**src/design/fsp_pkg.sv**
```systemverilog
// Package for the FASTA stream parser: character codes, parse modes,
// result kinds and the result word type. No dependencies.
`timescale 1ns / 1ps
`default_nettype none

package fsp_pkg;

    localparam int COUNT_BITS_DEFAULT = 32;
    localparam int FIELD_BITS         = 32;
    localparam int BYTE_BITS          = 8;

    localparam logic [BYTE_BITS-1:0] CHAR_GT    = 8'h3E;
    localparam logic [BYTE_BITS-1:0] CHAR_LF    = 8'h0A;
    localparam logic [BYTE_BITS-1:0] CHAR_CR    = 8'h0D;
    localparam logic [BYTE_BITS-1:0] CHAR_SPACE = 8'h20;
    localparam logic [BYTE_BITS-1:0] CHAR_TAB   = 8'h09;
    localparam logic [BYTE_BITS-1:0] CHAR_VT    = 8'h0B;
    localparam logic [BYTE_BITS-1:0] CHAR_FF    = 8'h0C;
    localparam logic [BYTE_BITS-1:0] CHAR_LOW_A = 8'h61;
    localparam logic [BYTE_BITS-1:0] CHAR_LOW_Z = 8'h7A;
    localparam logic [BYTE_BITS-1:0] CASE_BIT   = 8'h20;

    typedef enum logic [1:0] {
        MODE_BEFORE = 2'd0,
        MODE_HEADER = 2'd1,
        MODE_DRAIN  = 2'd2,
        MODE_SEQ    = 2'd3
    } t_mode;

    typedef enum logic [1:0] {
        RES_NAME = 2'd0,
        RES_BASE = 2'd1,
        RES_END  = 2'd2
    } t_res_kind;

    typedef enum logic {
        IN_TEXT = 1'b0,
        IN_EOF  = 1'b1
    } t_in_kind;

    typedef struct packed {
        logic [FIELD_BITS-1:0] seq_len;
        logic [FIELD_BITS-1:0] rec_id;
        logic [BYTE_BITS-1:0]  out_byte;
        t_res_kind             kind;
    } t_result;

endpackage

`default_nettype wire

```
**src/design/fasta_stream_parser.sv**
```systemverilog
// FASTA stream parser top level: byte-wise record parser with an output
// register and a skid stage. Depends on fsp_pkg.
//
// Usage:
//   Slave side takes one word per cycle while tready is high: tdata = text
//   byte, tuser = 1 marks end of file (tdata ignored). Master side gives
//   name bytes, uppercased sequence bases and record-end words with the
//   record id and base count. A word that causes no result (blanks, dropped
//   header tail, bytes before the first '>') is consumed silently.
// Output: each result is registered in the output register, or in the skid
//   stage while that register is held, before it shows on the master side.
// Throughput: one word per cycle while tready is high; the mode register and
//   the two counters update in the same cycle the word is accepted.
// Reset: parse mode returns to "before first header", counters clear and
//   both output stages empty.
// Stall: while the master side is stalled one more result is held in the
//   skid stage; with that stage full, tready on the slave side drops until
//   the receiver takes a word.
`timescale 1ns / 1ps
`default_nettype none

module fasta_stream_parser #(
    parameter int COUNT_BITS = fsp_pkg::COUNT_BITS_DEFAULT
) (
    input  wire logic        i_clk,
    input  wire logic        i_rst_n,
    input  wire logic        i_s_axis_tvalid,
    output logic             o_s_axis_tready,
    input  wire logic [7:0]  i_s_axis_tdata,   // [7:0] text_byte
    input  wire logic        i_s_axis_tuser,   // [0] kind
    output logic             o_m_axis_tvalid,
    input  wire logic        i_m_axis_tready,
    output logic [71:0]      o_m_axis_tdata,   // [7:0] out_byte, [39:8] record_id,
                                               // [71:40] sequence_length
    output logic [1:0]       o_m_axis_tuser    // [1:0] result_kind
);

    localparam logic [COUNT_BITS-1:0] COUNT_MAX = '1;

    fsp_pkg::t_mode            r_mode, n_mode;
    logic                      r_name_started, n_name_started;
    logic [COUNT_BITS-1:0]     r_base, n_base;
    logic [COUNT_BITS-1:0]     r_rec, n_rec;

    logic                      r_out_valid, r_skid_valid;
    logic                      n_out_valid, n_skid_valid;
    fsp_pkg::t_result          r_out, r_skid;

    logic                      in_fire, out_fire;
    logic                      emit;
    fsp_pkg::t_result          res;
    logic [7:0]                b;
    logic                      is_blank, is_space;
    logic [COUNT_BITS-1:0]     base_inc, rec_inc;
    logic [fsp_pkg::FIELD_BITS-1:0] id_f, len_f;

    generate
        if (COUNT_BITS >= fsp_pkg::FIELD_BITS) begin : g_trunc
            assign id_f  = r_rec[fsp_pkg::FIELD_BITS-1:0];
            assign len_f = r_base[fsp_pkg::FIELD_BITS-1:0];
        end else begin : g_ext
            assign id_f  = {{(fsp_pkg::FIELD_BITS-COUNT_BITS){1'b0}}, r_rec};
            assign len_f = {{(fsp_pkg::FIELD_BITS-COUNT_BITS){1'b0}}, r_base};
        end
    endgenerate

    assign o_s_axis_tready = !r_skid_valid;
    assign in_fire  = i_s_axis_tvalid && !r_skid_valid;
    assign out_fire = r_out_valid && i_m_axis_tready;

    assign b        = i_s_axis_tdata;
    assign is_blank = (b == fsp_pkg::CHAR_SPACE) || (b == fsp_pkg::CHAR_TAB);
    assign is_space = (b == fsp_pkg::CHAR_SPACE) || (b == fsp_pkg::CHAR_TAB) ||
                      (b == fsp_pkg::CHAR_LF) || (b == fsp_pkg::CHAR_CR) ||
                      (b == fsp_pkg::CHAR_VT) || (b == fsp_pkg::CHAR_FF);
    assign base_inc = (r_base == COUNT_MAX) ? r_base : r_base + 1'b1;
    assign rec_inc  = (r_rec == COUNT_MAX) ? r_rec : r_rec + 1'b1;

    always_comb begin
        n_mode         = r_mode;
        n_name_started = r_name_started;
        n_base         = r_base;
        n_rec          = r_rec;
        emit           = 1'b0;
        res.kind       = fsp_pkg::RES_NAME;
        res.out_byte   = b;
        res.rec_id     = id_f;
        res.seq_len    = '0;
        if (fsp_pkg::t_in_kind'(i_s_axis_tuser) == fsp_pkg::IN_EOF) begin
            if (r_mode != fsp_pkg::MODE_BEFORE) begin
                emit         = 1'b1;
                res.kind     = fsp_pkg::RES_END;
                res.out_byte = '0;
                res.seq_len  = len_f;
            end
            n_mode         = fsp_pkg::MODE_BEFORE;
            n_name_started = 1'b0;
            n_base         = '0;
            n_rec          = '0;
        end else if (r_mode == fsp_pkg::MODE_DRAIN) begin
            if (b == fsp_pkg::CHAR_LF) begin
                n_mode = fsp_pkg::MODE_SEQ;
            end
        end else if (b == fsp_pkg::CHAR_GT) begin
            if (r_mode != fsp_pkg::MODE_BEFORE) begin
                emit         = 1'b1;
                res.kind     = fsp_pkg::RES_END;
                res.out_byte = '0;
                res.seq_len  = len_f;
                n_rec        = rec_inc;
            end
            n_base         = '0;
            n_name_started = 1'b0;
            n_mode         = fsp_pkg::MODE_HEADER;
        end else begin
            case (r_mode)
                fsp_pkg::MODE_HEADER: begin
                    if (b == fsp_pkg::CHAR_LF || b == fsp_pkg::CHAR_CR) begin
                        n_mode = fsp_pkg::MODE_SEQ;
                    end else if (is_blank) begin
                        if (r_name_started) begin
                            n_mode = fsp_pkg::MODE_DRAIN;
                        end
                    end else begin
                        n_name_started = 1'b1;
                        emit           = 1'b1;
                    end
                end
                fsp_pkg::MODE_SEQ: begin
                    if (!is_space) begin
                        emit     = 1'b1;
                        res.kind = fsp_pkg::RES_BASE;
                        n_base   = base_inc;
                        if (b >= fsp_pkg::CHAR_LOW_A && b <= fsp_pkg::CHAR_LOW_Z) begin
                            res.out_byte = b & ~fsp_pkg::CASE_BIT;
                        end
                    end
                end
                default: begin
                end
            endcase
        end
    end

    always_ff @(posedge i_clk) begin
        if (!i_rst_n) begin
            r_mode         <= fsp_pkg::MODE_BEFORE;
            r_name_started <= 1'b0;
            r_base         <= '0;
            r_rec          <= '0;
        end else if (in_fire) begin
            r_mode         <= n_mode;
            r_name_started <= n_name_started;
            r_base         <= n_base;
            r_rec          <= n_rec;
        end
    end

    // skid stays full until the output register is taken and the skid drains into it
    assign n_skid_valid = (r_skid_valid && !out_fire) ||
                          (in_fire && emit && r_out_valid && !out_fire);
    assign n_out_valid  = r_skid_valid || (r_out_valid && !out_fire) || (in_fire && emit);

    always_ff @(posedge i_clk) begin
        if (!i_rst_n) begin
            r_out_valid  <= 1'b0;
            r_skid_valid <= 1'b0;
        end else begin
            r_out_valid  <= n_out_valid;
            r_skid_valid <= n_skid_valid;
        end
    end

    always_ff @(posedge i_clk) begin
        if (out_fire && r_skid_valid) begin
            r_out <= r_skid;
        end else if (in_fire && emit && (!r_out_valid || out_fire)) begin
            r_out <= res;
        end
        if (in_fire && emit && r_out_valid && !out_fire) begin
            r_skid <= res;
        end
    end

    assign o_m_axis_tvalid = r_out_valid;
    assign o_m_axis_tdata  = {r_out.seq_len, r_out.rec_id, r_out.out_byte};
    assign o_m_axis_tuser  = r_out.kind;

endmodule

`default_nettype wire
```
**config.mk**
```make
export PLATFORM = sky130hd
export DESIGN_NAME = fasta_stream_parser
export DESIGN_NICKNAME = d
export VERILOG_FILES = /design/src/design/fsp_pkg.sv /design/src/design/fasta_stream_parser.sv
export SDC_FILE = /design/constraint.sdc
export NUM_CORES = 1
export LEC_CHECK = 0
export BUFFER_PORTS_ARGS = -buffer_cell sky130_fd_sc_hd__buf_4
export CORE_AREA = 2 2 151 153
export DETAILED_ROUTE_END_ITERATION = 12
export DIE_AREA = 0 0 153 155
export GPL_ROUTABILITY_DRIVEN = 0
export MAX_ROUTING_LAYER = met4
export PLACE_DENSITY = 0.64
export SYNTH_ARGS = -nofsm -noshare
export SYNTH_HDL_FRONTEND = slang
export SYNTH_SLANG_ARGS = --single-unit
```
**constraint.sdc**
```tcl
create_clock -name i_clk -period 9.9 [get_ports i_clk]
set_input_delay 1.485 -clock i_clk [delete_from_list [all_inputs] [get_ports i_clk]]
set_output_delay 1.485 -clock i_clk [all_outputs]
set_load 0.01 [all_outputs]
```
==> results.md <==
- Total wire length: 20600 microns
- Final hold viol count: 0
- CTS sink cnt: 217
- Routed length per instance: 16.7 microns
- Height of the die: about 160 microns
- Worst clock skew on the final layout: between 10 and 15 ps
- Ys async rst share: 0%
- Mean cell area of the mapped netlist: 11.2 sq um
- Result of the run: finished, final reports clean
- Standard-cell row count: 55
- Drt initial violations: around 550
- Via/cell ratio: 5.57
- Depth of the most critical reg-to-reg path: 6
- Fill cells: ~2000
- Cell mode on critical path: sky130_fd_sc_hd__buf_4
- Peak ir drop on the vdd network: ~130 uV
- Hold-fix buffers at CTS: 0
- Later-pin clock latency in the skew report: 510 ps
- Startpoint of the worst setup timing path: i_s_axis_tdata[0]
- PD cells: roughly 160 nW/um^2
- Part of the Yosys area used for sequential elements: around three fifths
- Detailed-route via count: 6864
- Count of H-tree levels built during CTS: 1
- Post-route cell area: 11200 sq um
- I/O pin count: 89
- CP Cell Sequence: buf_4, nor4b_1, a21oi_1, a211o_1, o21ai_4, buf_4
- Post-synth EDFFs: between 100 and 150
- Predominant post-synthesis flop cell: sky130_fd_sc_hd__edfxtp_1
- Library cells used by synthesis: 59
- RR Endpoint: len_f[6]
- CTS Buf Count: 24
- Maximum frequency from static timing analysis: 229 MHz
- Critical Path Sink: o_m_axis_tdata[51]
- Static leakage: 3.89 nW
- Min-delay src: r_name_started
- Postcts setup bufs: 0
- Initial Util: 43.0%
- Clock root buffer master: sky130_fd_sc_hd__clkbuf_16
- Wire length of the first global-routing pass: approximately 33000 microns
- Remaining routing DRC violations: 0
- RSZ-0062 raised after global routing: false
- Slack of the worst reg-to-reg path: a little under 7000 ps
- Post-synth top area cell: sky130_fd_sc_hd__edfxtp_1
- Netlist Area Pre-Place: 9570 sq um
- Clock tree from TritonCTS: yes
- Startpoint-to-endpoint class of the critical path: in -> reg
- DPL Wire Length: 13400 microns
- Arrival time worst endpoint: approximately 4500 ps
- Critical path peak fanout: 39
- Startpoint type of the worst setup path: input port
- Buf+Inv Stages, Crit Path: 2
- Slowest stage cell, crit path: sky130_fd_sc_hd__o21ai_4
- Antenna violations before repair: 0
- Iteration count of the initial detailed-routing pass: 5
- Worst path depth: 6
- Final period demand of the worst path: 4370 ps
- Maximum number of pins on one net before global-route repair: 67
- Post-synthesis net count: 868
- Total placed instance area: 10500 sq um
- Total number of yosys warnings: 0
- Diode insertion count for antenna repair: 0
- Reg-to-reg critical path startpoint: len_f[0]
- Port bufs: 88
- Fin. max-slew vios: 0
- Hold Crit Depth: 2
- Horizontal die dimension: 153 microns
- Antenna viol nets, final: 0
- Max-cap violation count: 0
- Final setup viols: 0
- Path type of the worst min-delay path: reg -> reg
- Share of cells above drive strength 1: between 10% and 20%
- CTS resizes: 0
- Flop and latch count out of synthesis: between 200 and 250
- Layout Nets: ~950
- Family with the most delay on the worst path: compound AO/OA/AOI/OAI gates
- Slowest cell delay on critical path: 900 ps
- Setup TNS Final: 0 ps
- Pin slew with the least headroom to its limit: 1250 ps
- Synth Instances: between 800 and 900
- Overflow left after global routing: 0
- Layout Area Growth over Synthesis: 17.4%
- Floorplan die area: 23700 sq um
- Required time of the worst setup path: 10050 ps
- CTS max path bufs: 3
- Fraction of synthesized cell area taken by the top area cell type: 46.5%
- Global-route usage over all layers: ~18%
- Most frequent cells in the layout: sky130_fd_sc_hd__edfxtp_1, sky130_fd_sc_hd__nand2_1, sky130_fd_sc_hd__buf_4
- Share of the clock period used by the worst path: 44.2%
- Core Region: 22200 sq um
- Endpoint class of the critical path: register
- Via count of the first global-routing pass: 6358
- Synth area leaders: sky130_fd_sc_hd__edfxtp_1, sky130_fd_sc_hd__dfxtp_1, sky130_fd_sc_hd__nand2_1
- Slew headroom: 16.7%
- Most frequent standard cell in the layout excluding fill and tap cells: sky130_fd_sc_hd__edfxtp_1
- Reg clk slew, reported paths: 60 ps
## metal layers
metal	GRT usage [%]	up-vias	share of wire [%]
li1	-	3377	-
met5	-	-	0
met3	2.76	34	4.0
met4	5.11	0	2.0
met2	26.7	138	46
met1	24.7	3315	48
## worst min-delay path, cell delays in order, from the launching register on
cell                      delay [ps]
sky130_fd_sc_hd__dfxtp_1         320
sky130_fd_sc_hd__a31oi_1          40
sky130_fd_sc_hd__nor2_1           70
## cells by family (layout without fill, tap and decap cells)
| group | after synthesis | count (layout) | synth area share (%) |
|---|---|---|---|
| AOI/OAI and AO/OA | 160 | 160 | 10.9 |
| xor gates and xnor gates | 5 | 5 | 0.458 |
| adders and majority gates | 2 | 2 | 0.262 |
| buffers and inverters | 55 | 150 | 2.20 |
| DFF | 217 | 217 | 60.9 |
| muxes | 42 | 42 | 4.88 |
| and+or+nand+nor | 372 | 372 | 20.5 |
## report_power, final
group,internal [mW],switching (mW)
sequential,0.963,0.00166
combinational,0.0145,0.0294
clock,0.492,0.347
## worst min path at each step
stage	endpoint	slack (ps)
final	r_name_started	470
after global routing	r_name_started	510
after CTS	r_name_started	470
after detailed placement	r_name_started	450
after global placement	r_name_started	450
after floorplan	r_skid[33]	410
## cell type report
| type | instances | area (sq um) | area share (%) |
|---|---|---|---|
| Sequential cell | 217 | 5830 | 51.9 |
| Clock buffer | 36 | 707 | 6.29 |
| Tap cell | 285 | 357 | 3.17 |
| Timing Repair Buffer | 93 | 698 | 6.22 |
| Multi-Input combinational cell | 581 | 3550 | 31.6 |
| Clock inverter | 7 | 37.5 | 0.334 |
| Inverter | 14 | 52.6 | 0.468 |
## Yosys cell counts, types with 2 or more instances
cell type and n:
sky130_fd_sc_hd__a31o_2 2, sky130_fd_sc_hd__clkbuf_1 36, sky130_fd_sc_hd__nand3b_1 2, sky130_fd_sc_hd__o31ai_1 33, sky130_fd_sc_hd__nor3_1 9, sky130_fd_sc_hd__or3_1 16, sky130_fd_sc_hd__nor3b_1 4, sky130_fd_sc_hd__mux2_2 37
sky130_fd_sc_hd__nor2_1 29, sky130_fd_sc_hd__a211oi_1 2, sky130_fd_sc_hd__o21ai_0 28, sky130_fd_sc_hd__a311oi_1 2, sky130_fd_sc_hd__and3_1 5, sky130_fd_sc_hd__a21oi_1 55, sky130_fd_sc_hd__nor4_1 6, sky130_fd_sc_hd__buf_1 2
sky130_fd_sc_hd__a21boi_0 3, sky130_fd_sc_hd__a21o_1 3, sky130_fd_sc_hd__inv_1 13, sky130_fd_sc_hd__dfxtp_1 69, sky130_fd_sc_hd__o2111ai_1 3, sky130_fd_sc_hd__nor2b_1 8, sky130_fd_sc_hd__xnor2_1 2, sky130_fd_sc_hd__a31oi_1 6
sky130_fd_sc_hd__edfxtp_1 148, sky130_fd_sc_hd__nand4b_1 2, sky130_fd_sc_hd__and4_1 6, sky130_fd_sc_hd__and2_1 40, sky130_fd_sc_hd__nand2b_1 7, sky130_fd_sc_hd__nand3_1 26, sky130_fd_sc_hd__ha_1 2, sky130_fd_sc_hd__o211ai_1 10
sky130_fd_sc_hd__nand4_1 24, sky130_fd_sc_hd__buf_2 3, sky130_fd_sc_hd__or4_1 37, sky130_fd_sc_hd__nand2_1 144, sky130_fd_sc_hd__xor2_1 3, sky130_fd_sc_hd__mux2i_1 5
## registers in the layout (all words and copies together), names as in the netlist
register / count
r_skid: 74
r_mode: 2
o_m_axis_tdata: 72
len_f: 32
id_f: 32
o_m_axis_tvalid: 1
r_skid_valid: 1
o_m_axis_tuser: 2
r_name_started: 1
## stage by stage
step                      setup WS, ps  cells  power [mW]  utilization [%]  hold WS (ps)
final                             5530   1233        1.85             50.5           470
after global routing              5200   1233        1.91             50.5           510
after CTS                         5480   1233        1.87             50.5           471
after detailed placement          4970   1190        1.03             47.2           454
after global placement            5000   1190        1.03             47.2           448
after floorplan                   1350    853        1.01                -           406
(Power assumes the default switching activity.)
